File: config.mk
export PLATFORM = sky130hd
export DESIGN_NAME = scaler_ratio_calculator_unit
export DESIGN_NICKNAME = d
export VERILOG_FILES = /design/src/design/scu_pkg.sv /design/src/design/scaler_ratio_calculator_unit.sv /design/src/design/scu_div.sv
export VERILOG_INCLUDE_DIRS = /design/src /design/src/design
export SDC_FILE = /design/constraint.sdc
export NUM_CORES = 1
export LEC_CHECK = 0
export BUFFER_PORTS_ARGS = -buffer_cell sky130_fd_sc_hd__buf_2
export CAP_MARGIN = 10
export CORE_UTILIZATION = 25
export CTS_CLUSTER_SIZE = 40
export DETAILED_ROUTE_END_ITERATION = 6
export GPL_ROUTABILITY_DRIVEN = 1
export PLACE_DENSITY = 0.44
export SETUP_SLACK_MARGIN = 0.15
export SLEW_MARGIN = 20
export SYNTH_ARGS = -nofsm -noshare
export SYNTH_HDL_FRONTEND = slang
export SYNTH_SLANG_ARGS = --single-unit
File: constraint.sdc
create_clock -name clk -period 5.5 [get_ports clk]
set_clock_uncertainty 0.05 [all_clocks]
set_input_delay 0.275 -clock clk [delete_from_list [all_inputs] [get_ports clk]]
set_output_delay 0.275 -clock clk [all_outputs]
set_load 0.005 [all_outputs]
File: src/design/scaler_ratio_calculator_unit_assert.svh
// Assertion macros shared by the scaler ratio calculator modules.
`ifndef SCALER_RATIO_CALCULATOR_UNIT_ASSERT_SVH
`define SCALER_RATIO_CALCULATOR_UNIT_ASSERT_SVH

// Same-cycle implication.
`define SCU_ASSERT_IMP(label, clk, rst_n, ante, cons) \
	label: assert property (@(posedge clk) disable iff (!rst_n) (ante) |-> (cons)) \
		else $error("scu assertion failed");

// Next-cycle implication.
`define SCU_ASSERT_NXT(label, clk, rst_n, ante, cons) \
	label: assert property (@(posedge clk) disable iff (!rst_n) (ante) |=> (cons)) \
		else $error("scu assertion failed");

`endif

File: src/design/scu_pkg.sv
package scu_pkg;

	localparam int LEN_W    = 12;
	localparam int VST_W    = 8;
	localparam int OP_W     = 2;
	localparam int PANEL_W  = 11;
	localparam int RATIO_W  = 16;
	localparam int DOWN_W   = 12;
	localparam int DE_W     = 10;

	localparam int NUM_W    = 26;
	localparam int DEN_W    = 16;
	localparam int DIV_STEPS = NUM_W;
	localparam int CNT_W    = $clog2(DIV_STEPS);

	localparam int IN_TDATA_W  = 24;
	localparam int OUT_TDATA_W = 72;

	localparam int CFG_IDX_W  = 2;
	localparam int CFG_DATA_W = 11;

	localparam logic [CFG_IDX_W-1:0] REG_PANEL_WIDTH  = 2'd0;
	localparam logic [CFG_IDX_W-1:0] REG_PANEL_HEIGHT = 2'd1;
	localparam logic [CFG_IDX_W-1:0] REG_HALF_LINE    = 2'd2;

	localparam logic [OP_W-1:0] OP_HORZ = 2'd0;
	localparam logic [OP_W-1:0] OP_VERT = 2'd1;
	localparam logic [OP_W-1:0] OP_DE   = 2'd2;

	localparam logic [2:0] KIND_NONE = 3'd0;
	localparam logic [2:0] KIND_HUP  = 3'd1;
	localparam logic [2:0] KIND_HDN  = 3'd2;
	localparam logic [2:0] KIND_VERT = 3'd3;
	localparam logic [2:0] KIND_DE   = 3'd4;

	localparam logic [DOWN_W-1:0]  DOWN_UNITY = 12'h400;
	localparam logic [RATIO_W-1:0] UP_UNITY   = 16'h2000;
	localparam logic [RATIO_W-1:0] RATIO_MAX  = 16'hFFFF;
	localparam logic [RATIO_W-1:0] DOWN_MAX   = 16'd4095;
	localparam logic [RATIO_W-1:0] DE_MAX     = 16'd1023;

	localparam logic [PANEL_W-1:0] WIDTH_RESET  = 11'd800;
	localparam logic [PANEL_W-1:0] HEIGHT_RESET = 11'd480;

	typedef struct packed {
		logic             start;
		logic [NUM_W-1:0] num;
		logic [DEN_W-1:0] den;
	} div_req_t;

	typedef struct packed {
		logic             busy;
		logic             done;
		logic [NUM_W-1:0] quo;
	} div_sts_t;

endpackage

File: src/design/scaler_ratio_calculator_unit.sv
// Channel   Direction  Transaction carries
// s_axis    in         operation, length, vertical_start
// m_axis    out        down/up ratio, line buffer length, vertical ratio, DE, overflow
// cfg       in         register index and write data (panel width, height, half-line)
//
// From acceptance to result an item passes a setup step, the shared one-bit-per-cycle
// restoring divider, a step to leave the divide state and a step to saturate and
// register; the next item is taken only once the sequencer is back in idle.
// Operation 3 skips the divider.
// s_axis_tready is high only while the sequencer is idle; a stalled result waits in the
// output register while the next item is taken, and the sequencer holds only if a second
// result is ready before the first has gone.
// Reset is asynchronous, active low; it restores the config defaults and unity ratio.
`include "scaler_ratio_calculator_unit_assert.svh"

module scaler_ratio_calculator_unit (
	input  logic                                clk,
	input  logic                                arst_n,
	input  logic                                s_axis_tvalid,
	output logic                                s_axis_tready,
	// operation[1:0], length[13:2], vertical_start[21:14], zero fill
	input  logic [scu_pkg::IN_TDATA_W-1:0]      s_axis_tdata,
	output logic                                m_axis_tvalid,
	input  logic                                m_axis_tready,
	// down_ratio[11:0], up_ratio[27:12], line_buffer_length[38:28],
	// vertical_ratio[54:39], vertical_de_position[64:55], overflow[65], zero fill
	output logic [scu_pkg::OUT_TDATA_W-1:0]     m_axis_tdata,
	input  logic                                cfg_valid,
	output logic                                cfg_ready,
	input  logic [scu_pkg::CFG_IDX_W-1:0]       cfg_index,
	input  logic [scu_pkg::CFG_DATA_W-1:0]      cfg_data
);

	localparam logic [1:0] ST_IDLE  = 2'd0;
	localparam logic [1:0] ST_SETUP = 2'd1;
	localparam logic [1:0] ST_DIV   = 2'd2;
	localparam logic [1:0] ST_OUT   = 2'd3;

	logic [1:0] state_q;

	logic [scu_pkg::PANEL_W-1:0] width_q;
	logic [scu_pkg::PANEL_W-1:0] height_q;
	logic                        half_q;
	logic [scu_pkg::RATIO_W-1:0] stored_q;

	logic [scu_pkg::OP_W-1:0]  op_q;
	logic [scu_pkg::LEN_W-1:0] len_q;
	logic [scu_pkg::VST_W-1:0] vst_q;
	logic [2:0]                kind_q;

	logic                          m_valid_q;
	logic [scu_pkg::OUT_TDATA_W-1:0] m_data_q;

	scu_pkg::div_req_t div_req;
	scu_pkg::div_sts_t div_sts;

	logic [2:0]                    kind_d;
	logic [scu_pkg::NUM_W-1:0]     num_d;
	logic [scu_pkg::DEN_W-1:0]     den_d;

	logic [scu_pkg::RATIO_W-1:0]   max_v;
	logic                          sat;
	logic [scu_pkg::RATIO_W-1:0]   val;
	logic [scu_pkg::DOWN_W-1:0]    f_down;
	logic [scu_pkg::RATIO_W-1:0]   f_up;
	logic [scu_pkg::PANEL_W-1:0]   f_lb;
	logic [scu_pkg::RATIO_W-1:0]   f_vr;
	logic [scu_pkg::DE_W-1:0]      f_de;
	logic                          f_ovf;
	logic                          out_free;

	assign cfg_ready     = 1'b1;
	assign s_axis_tready = (state_q == ST_IDLE);
	assign m_axis_tvalid = m_valid_q;
	assign m_axis_tdata  = m_data_q;
	assign out_free      = !m_valid_q || m_axis_tready;

	always_ff @(posedge clk or negedge arst_n) begin
		if (!arst_n) begin
			width_q  <= scu_pkg::WIDTH_RESET;
			height_q <= scu_pkg::HEIGHT_RESET;
			half_q   <= 1'b1;
		end else if (cfg_valid) begin
			case (cfg_index)
				scu_pkg::REG_PANEL_WIDTH:  width_q  <= cfg_data;
				scu_pkg::REG_PANEL_HEIGHT: height_q <= cfg_data;
				scu_pkg::REG_HALF_LINE:    half_q   <= cfg_data[0];
				default: ;
			endcase
		end
	end

	// Setup: pick numerator, divisor and result kind.
	always_comb begin
		kind_d = scu_pkg::KIND_NONE;
		num_d  = '0;
		den_d  = '0;
		case (op_q)
			scu_pkg::OP_HORZ: begin
				den_d = {5'b0, width_q};
				if ({1'b0, width_q} >= len_q) begin
					kind_d = scu_pkg::KIND_HUP;
					num_d  = {1'b0, len_q, 13'b0};
				end else begin
					kind_d = scu_pkg::KIND_HDN;
					num_d  = {4'b0, len_q, 10'b0};
				end
			end
			scu_pkg::OP_VERT: begin
				kind_d = scu_pkg::KIND_VERT;
				if (half_q && (len_q > {1'b0, height_q}) && (height_q != '0)) begin
					num_d = {len_q, 14'b0};
					den_d = {4'b0, height_q, 1'b0} - 16'd1;
				end else begin
					num_d = {1'b0, len_q, 13'b0};
					den_d = {5'b0, height_q};
				end
			end
			scu_pkg::OP_DE: begin
				kind_d = scu_pkg::KIND_DE;
				num_d  = {5'b0, vst_q, 13'b0};
				den_d  = stored_q;
			end
			default: ;
		endcase
	end

	assign div_req.start = (state_q == ST_SETUP) && (kind_d != scu_pkg::KIND_NONE);
	assign div_req.num   = num_d;
	assign div_req.den   = den_d;

	scu_div u_div (
		.clk    (clk),
		.arst_n (arst_n),
		.req    (div_req),
		.sts    (div_sts)
	);

	// Saturate and format.
	always_comb begin
		case (kind_q)
			scu_pkg::KIND_HDN: max_v = scu_pkg::DOWN_MAX;
			scu_pkg::KIND_DE:  max_v = scu_pkg::DE_MAX;
			default:           max_v = scu_pkg::RATIO_MAX;
		endcase
		sat = (div_sts.quo > {10'b0, max_v});
		val = sat ? max_v : div_sts.quo[scu_pkg::RATIO_W-1:0];
		f_down = '0;
		f_up   = '0;
		f_lb   = '0;
		f_vr   = '0;
		f_de   = '0;
		f_ovf  = 1'b0;
		case (kind_q)
			scu_pkg::KIND_HUP: begin
				f_up   = val;
				f_down = scu_pkg::DOWN_UNITY;
				f_lb   = len_q[scu_pkg::PANEL_W-1:0];
				f_ovf  = sat;
			end
			scu_pkg::KIND_HDN: begin
				f_down = val[scu_pkg::DOWN_W-1:0];
				f_up   = scu_pkg::UP_UNITY;
				f_lb   = width_q;
				f_ovf  = sat;
			end
			scu_pkg::KIND_VERT: begin
				f_vr  = val;
				f_ovf = sat;
			end
			scu_pkg::KIND_DE: begin
				f_de  = val[scu_pkg::DE_W-1:0];
				f_ovf = sat;
			end
			default: ;
		endcase
	end

	always_ff @(posedge clk or negedge arst_n) begin
		if (!arst_n) begin
			state_q   <= ST_IDLE;
			m_valid_q <= 1'b0;
			stored_q  <= scu_pkg::UP_UNITY;
			kind_q    <= scu_pkg::KIND_NONE;
		end else begin
			if ((state_q == ST_OUT) && out_free)
				m_valid_q <= 1'b1;
			else if (m_axis_tready)
				m_valid_q <= 1'b0;
			case (state_q)
				ST_IDLE: begin
					if (s_axis_tvalid)
						state_q <= ST_SETUP;
				end
				ST_SETUP: begin
					kind_q  <= kind_d;
					state_q <= (kind_d == scu_pkg::KIND_NONE) ? ST_OUT : ST_DIV;
				end
				ST_DIV: begin
					if (div_sts.done)
						state_q <= ST_OUT;
				end
				ST_OUT: begin
					if (out_free) begin
						if (kind_q == scu_pkg::KIND_VERT)
							stored_q <= f_vr;
						state_q <= ST_IDLE;
					end
				end
				default: state_q <= ST_IDLE;
			endcase
		end
	end

	always_ff @(posedge clk) begin
		if (s_axis_tvalid && s_axis_tready) begin
			op_q  <= s_axis_tdata[1:0];
			len_q <= s_axis_tdata[13:2];
			vst_q <= s_axis_tdata[21:14];
		end
		if ((state_q == ST_OUT) && out_free)
			m_data_q <= {6'b0, f_ovf, f_de, f_vr, f_lb, f_up, f_down};
	end

	`SCU_ASSERT_IMP(a_div_running, clk, arst_n, state_q == ST_DIV, div_sts.busy || div_sts.done)
	`SCU_ASSERT_IMP(a_done_in_div, clk, arst_n, div_sts.done, state_q == ST_DIV)
	`SCU_ASSERT_NXT(a_out_hold, clk, arst_n, m_axis_tvalid && !m_axis_tready, m_axis_tvalid)

endmodule

File: src/design/scu_div.sv
`include "scaler_ratio_calculator_unit_assert.svh"

module scu_div (
	input  logic              clk,
	input  logic              arst_n,
	input  scu_pkg::div_req_t req,
	output scu_pkg::div_sts_t sts
);

	logic [scu_pkg::NUM_W-1:0] a_q;
	logic [scu_pkg::DEN_W-1:0] rem_q;
	logic [scu_pkg::DEN_W-1:0] den_q;
	logic [scu_pkg::CNT_W-1:0] cnt_q;
	logic                      busy_q;
	logic                      done_q;

	logic [scu_pkg::DEN_W:0] sh;
	logic [scu_pkg::DEN_W:0] diff;
	logic                    qbit;

	assign sh   = {rem_q, a_q[scu_pkg::NUM_W-1]};
	assign qbit = (sh >= {1'b0, den_q});
	assign diff = sh - {1'b0, den_q};

	always_ff @(posedge clk or negedge arst_n) begin
		if (!arst_n) begin
			busy_q <= 1'b0;
			done_q <= 1'b0;
			cnt_q  <= '0;
		end else begin
			done_q <= busy_q && !req.start && (cnt_q == '0);
			if (req.start) begin
				busy_q <= 1'b1;
				cnt_q  <= scu_pkg::CNT_W'(scu_pkg::DIV_STEPS - 1);
			end else if (busy_q) begin
				cnt_q <= cnt_q - 1'b1;
				if (cnt_q == '0)
					busy_q <= 1'b0;
			end
		end
	end

	always_ff @(posedge clk) begin
		if (req.start) begin
			a_q   <= req.num;
			den_q <= req.den;
			rem_q <= '0;
		end else if (busy_q) begin
			a_q   <= {a_q[scu_pkg::NUM_W-2:0], qbit};
			rem_q <= qbit ? diff[scu_pkg::DEN_W-1:0] : sh[scu_pkg::DEN_W-1:0];
		end
	end

	assign sts.busy = busy_q;
	assign sts.done = done_q;
	assign sts.quo  = a_q;

	`SCU_ASSERT_IMP(a_div_done_idle, clk, arst_n, done_q, !busy_q)
	`SCU_ASSERT_NXT(a_div_last_step, clk, arst_n, busy_q && !req.start && (cnt_q == '0), done_q)
	`SCU_ASSERT_IMP(a_div_no_restart, clk, arst_n, req.start, !busy_q)

endmodule

Word-level counts from Yosys, hierarchy flattened
Cells that the tools add are included.
- add/sub/neg operators: 3
- $lt $le $gt $ge: 4
- equal/unequal tests: 14
- multiplexer cells: 28
- reduce and logical (&&, ||, !) cells: 25
- operator list (operator ; number):
    $mux W26 ; 3
    $pmux W26 S3 ; 1
    $mux W16 ; 4
    $pmux W16 S2 ; 2
    $pmux W16 S3 ; 1
    $gt A26 B16 Y1 ; 1
    $mux W25 ; 1
    $pmux W12 S2 ; 1
    $pmux W11 S2 ; 1
    $ge A17 B16 Y1 ; 1
    $sub A16 B16 Y16 ; 1
    $sub A12 B1 Y13 const B ; 1
    $ge A11 B12 Y1 ; 1
    $gt A12 B11 Y1 ; 1
    $reduce_bool A11 Y1 ; 1
    $mux W5 ; 2
    $pmux W3 S3 ; 1
    $eq A2 B2 Y1 const B ; 4
    $mux W2 ; 4
    $pmux W2 S4 ; 1
    $logic_and A1 B1 Y1 ; 7
    $eq A2 B1 Y1 const B ; 3
    $eq A3 B2 Y1 const B ; 2
    $logic_not A2 Y1 ; 3
    15 further kinds ; 26
- register bits: 198
- input bits: 42
- output and inout bits: 75
- word-level logic and storage cells: 93

Depth between registers and ports, before layout
- depth after elaboration: 8
- gate-level depth with buffers: 13

Cells and area by module
A second synthesis with hierarchy kept.
- cells, all modules: 902
- area total of the unflattened synthesis: 10359.9 µm²
- modules (own cells, without submodules) (module ; instances ; cells an instance ; area an instance (µm²) ; seq. area each (µm²)):
    scaler_ratio_calculator_unit ; 1 ; 579 ; 6785.3 ; 3779.9
    scu_div ; 1 ; 323 ; 3574.7 ; 1756.7

Worst setup path after synthesis
Ideal clock, no wire load.
- path type: reg-to-reg
- start: register state_q[0]
- end: register stored_q[10] (netlist bit)
- data arrival time: 2.967 ns
- required time: 5.372 ns
- path slack: 2.405 ns
- stages on the path, launching flop included: 8
- period minus slack after synthesis: 3.095 ns
- cells stage by stage: dfrtp_1 -> ha_1 -> and2_1 -> nor2b_1 -> clkbuf_1 -> clkbuf_1 -> nor2_1 -> a21oi_1
- word-level cells in the longest chain between the ends: 2
- ends and longest elaborated chain (what ; RTL line ; text):
    start: declaration ; scaler_ratio_calculator_unit.sv:39 ; logic [1:0] state_q;
    start signal: assignment ; scaler_ratio_calculator_unit.sv:197 ; state_q <= (kind_d == scu_pkg::KIND_NONE) ? ST_OUT : ST_DIV;
    $eq A2 B2 Y1 ; scaler_ratio_calculator_unit.sv:190 ; case (state_q)
    $reduce_and A3 Y1 (no line) ; -- ;
    end signal: assignment ; scaler_ratio_calculator_unit.sv:183 ; stored_q <= scu_pkg::UP_UNITY;
    end signal: assignment ; scaler_ratio_calculator_unit.sv:206 ; stored_q <= f_vr;
    end: declaration ; scaler_ratio_calculator_unit.sv:44 ; logic [scu_pkg::RATIO_W-1:0] stored_q;
No other way between the ends.
A chain may end at the register's enable or synchronous reset.

Worst setup path in the final report
- start: register kind_q[2]
- end: register m_data_q, in the netlist m_axis_tdata[43], data pin
- word-level cells in the longest chain between the ends: 5
- elaborated cells between the ends (all ways): 7
- classes of those cells: order compare (1); eq/ne (3); mux (3)
- ends and longest elaborated chain (what ; RTL line ; text):
    start: declaration ; scaler_ratio_calculator_unit.sv:49 ; logic [2:0] kind_q;
    start signal: assignment ; scaler_ratio_calculator_unit.sv:184 ; kind_q <= scu_pkg::KIND_NONE;
    start signal: assignment ; scaler_ratio_calculator_unit.sv:196 ; kind_q <= kind_d;
    $eq A3 B3 Y1 / $eq A3 B2 Y1 (equally long branches) ; scaler_ratio_calculator_unit.sv:141 ; case (kind_q)
    $pmux W16 S2 ; scaler_ratio_calculator_unit.sv:141 ;
    $gt A26 B16 Y1 ; scaler_ratio_calculator_unit.sv:146 ; sat = (div_sts.quo > {10'b0, max_v});
    $mux W16 ; scaler_ratio_calculator_unit.sv:147 ; val = sat ? max_v : div_sts.quo[scu_pkg::RATIO_W-1:0];
    $mux W16 * ; scaler_ratio_calculator_unit.sv:154 ; case (kind_q)
    net f_vr, one bit ; scaler_ratio_calculator_unit.sv:67 ; logic [scu_pkg::RATIO_W-1:0] f_vr;
    end signal: assignment ; scaler_ratio_calculator_unit.sv:222 ; m_data_q <= {6'b0, f_ovf, f_de, f_vr, f_lb, f_up, f_down};
    end: declaration ; scaler_ratio_calculator_unit.sv:52 ; logic [scu_pkg::OUT_TDATA_W-1:0] m_data_q;
Mark *: on every way through the listed nets, which the timed path passes. The rest lies on a longest branch.

==> key figures <==
Synth
  • Simple-gate share of the synthesized area: 0.1319
  • Mux cell area share after synthesis: 0.05624
  • Syn avg cell area: 11.07 sq um
  • Mapped cell area: 9988 sq um
  • Post-synthesis cell count: roughly 900
  • Adder-Cell Fraction of Synth Area: 0.06338
  • Number of flops mapped to enable cells by yosys: 130
  • Yosys reg bits: 198
  • Yosys cell types: 75
  • Synth async-reset ratio: 0.2626
  • Sequential share of the synthesized area: 0.5543
  • Ys flop type: edfxtp_1
  • Post-synthesis xor/xnor area fraction: 0.01929
  • Largest family of logic cells by synthesized area: simple AND/OR/NAND/NOR gates
  • Synth Area in Compound Gates: 0.1281
  • Yosys warns: 0

Clock network
  • Clock transition at path regs: about 0.08 ns
  • Setup repair bufs after CTS: 0
  • Post-cts resize count: 0
  • Total CTS buffers: 17
  • Number of H-tree levels: 4
  • Cts hold-fix bufs: 23
  • TritonCTS clock tree: built
  • Root Driver: clkbuf_16
  • Clock Latency Late Sink: 0.45 ns
  • Max Buffers Root-to-Sink: 2
  • Total clock sinks: 198

Power and ir drop
  • P per Cell Area: 568.4 nW/um^2
  • Clock network power share: 0.204
  • LEAKAGE: around 4.9 nW
  • NetSw: 2.609 mW
  • Total Power: slightly below 7 mW
  • Sequential Power Share: 0.400
  • Internal: 4.177 mW
  • Combinational group share of total power: 0.396
  • Sw frac: 0.3844
  • VDD IR max: 0.2594 mV

STA
  • Fmax: around 0.25 GHz
  • Final worst slack: 1.448 ns
  • Total Neg Setup Slack: 0 ns
  • Final Hold Fails: 0
  • Fin. max-slew vios: 0
  • Fin crit period: 4.052 ns
  • Slew headroom: 0.3348
  • RSZ-0062 raised after global routing: false
  • Fin crit share: 0.7367
  • Final setup violating endpoints: 0
  • Measured slew at the worst slew-check pin: 0.9977 ns

Run
  • Max cap viols: 0

Status
  • Outcome: complete, no violations

Die
  • I/O pin count: between 100 and 150
  • Die ar.: about 41000 sq um
  • Die height: between 200 and 250 um
  • Initial Utilization: 0.2561
  • Core Rows: 72
  • Core Footprint: 39010 sq um
  • Die width: 201.9 um

Route
  • Pre-Repair DR Iteration Count: 5
  • Via density: between 4 and 5
  • DR WL/cell: approximately 18 um
  • Antenna-violating nets left: 0
  • Routed vias: 7214
  • DR iter-0 viols: 684
  • Drt drc: 0
  • DRT Wirelength: 27.56 mm

Setup path
  • Worst setup EP type: flop
  • Worst Reg2Reg Path Length in Cells: 9
  • Worst Path Required: 5.64 ns
  • Worst-path maximum fanout: 22
  • CP Launch Type: flop
  • Worst Setup Path Type: flop to flop
  • Arrival time worst endpoint: 4.20 ns

Placement
  • Number of port buffers: 107
  • Dpl ws: 1.418 ns
  • HPWL Detailed: between 15 and 20 mm
  • Final GP Congestion: 0.8378

GRT
  • Initial antenna violation count: 0
  • First-pass GRT wire length: 42.30 mm
  • Vias in the first global route: just under 7000
  • GRT Overall Usage: 0.1365
  • Largest net degree at the start of global routing: 67
  • Grt total ovfl: 0

Cells and area
  • Antenna diodes: 0
  • FF+latch area: roughly 5500 sq um
  • Multi-input gate area: 4025 sq um
  • Layout cells sized above 1: 0.1965
  • Fin util: 0.3061
  • Fill cells: 4030
  • Commonest non-fill, non-tap cell in the layout: edfxtp_1
  • Area Overhead vs Synth: 19.53%
  • Most frequent cells in the layout: 130 x edfxtp_1, 127 x nor2_1, 107 x buf_2
  • Number of nets in the layout: 1112

Hold path
  • Min-delay worst type: input pin to flop
  • Hold depth: 2
## flip-flops by register name, summed over array words and instances, names as in the netlist, 2 cells and up
register / cells
m_axis_tdata: 66
u_div.a_q: 26
stored_q: 16
u_div.den_q: 16
u_div.rem_q: 16
len_q: 12
height_q: 11
width_q: 11
vst_q: 8
u_div.cnt_q: 5
kind_q: 3
op_q: 2
state_q: 2
## critical path, cell delays in order, from the launching register on
cell and delay, ns:
dfrtp_1 0.44, or3b_1 0.57, nand2_1 0.25, ha_1 0.35, nand2_1 0.07, or4_1 0.53, a21oi_1 0.22, o2111ai_2 0.50
nor2_1 0.68, nor2_1 0.10
## stage by stage
step	hold slack [ns]	cells	instance area, sq um
floorplan	-0.07059	907	10010
finish	0.01802	1551	11940
global placement	0.4043	1496	11040
CTS	0.001489	1551	11930
detailed placement	0.4031	1496	11050
global route	0.01585	1551	11940
## power by group through the flow
stage / Combinational [mW] / Clock [mW] / Sequential (mW)
floorplan: 1.95 / 0 / 2.60
global placement: 2.67 / 0 / 2.75
finish: 2.69 / 1.39 / 2.71
CTS: 2.73 / 1.42 / 2.72
detailed placement: 2.70 / 0 / 2.75
global route: 3.02 / 1.47 / 2.78
## routing by layer
layer | vias to the layer above | part of all wire | GRT usage
li1 | 3505 | - | -
met1 | 3533 | 0.50 | 0.1988
met2 | 160 | 0.46 | 0.2084
met3 | 16 | 0.034 | 0.02128
met4 | 0 | 0.012 | 0.03680
met5 | - | 0 | 0
## synth_stat cells (3+ instances only)
master,count,area (sq um)
dfstp_2,9,236.5
nand2_1,46,172.7
buf_4,9,67.56
a2111oi_0,3,26.28
dfxtp_1,16,320.3
ha_1,49,613.1
o21bai_1,3,22.52
xnor2_1,18,157.7
nor3_1,22,110.1
xor2_1,4,35.03
a211oi_1,6,45.04
buf_2,3,15.01
o31ai_1,7,52.55
nand3_1,21,105.1
clkbuf_1,33,123.9
nand2b_1,8,50.05
o22ai_1,14,87.58
o211ai_1,3,22.52
o221ai_1,3,26.28
a31oi_1,9,56.30
mux2_2,25,281.5
nor2b_1,6,37.54
edfxtp_1,130,3904
and2_1,12,75.07
nand3b_1,4,30.03
o21ai_0,44,220.2
a221oi_1,3,26.28
a21o_1,8,60.06
a21oi_1,53,265.3
mux2i_1,28,280.3
nor4_1,4,25.02
o21a_1,6,45.04
dfrtp_1,43,1076
a221oi_2,4,60.06
nand4_1,10,62.56
a32oi_1,7,61.31
nor2_1,127,476.7
inv_1,57,214.0
## cell type report
class / count / share of cell area
timing repair buffer: 142 / 0.07168
inverter: 58 / 0.01824
sequential: 198 / 0.4637
tap: 518 / 0.05429
multi-input combinational: 603 / 0.3371
clock inverter: 14 / 0.01813
clock buffer: 18 / 0.03678
## path summary, 6_finish.rpt
kind,startpoint,to,slack [ns]
max,kind_q[2]$_DFFE_PN0P_,m_axis_tdata[43]$_DFFE_PP_,1.45
min,cfg_data[4],height_q[4]$_DFFE_PN0P_,0.02
max reg2reg,kind_q[2]$_DFFE_PN0P_,m_axis_tdata[43]$_DFFE_PP_,1.45
min reg2reg,u_div.rem_q[15]$_SDFFE_PP0P_,u_div.rem_q[15]$_SDFFE_PP0P_,0.43
max in group asynchronous,arst_n,width_q[6]$_DFFE_PN0P_,4.38
min in group asynchronous,arst_n,state_q[1]$_DFFE_PN0P_,0.43
## logic make-up (layout without fill, tap and decap cells)
group | count (synthesis) | count (layout)
xor+xnor | 22 | 22
fa+ha+maj | 50 | 50
buf+inv | 106 | 232
other cells | 2 | 7
mux | 53 | 53
compound gates | 192 | 192
simple gates | 279 | 279
flops | 198 | 198
Note: power is estimated with default switching activity, not from simulation.
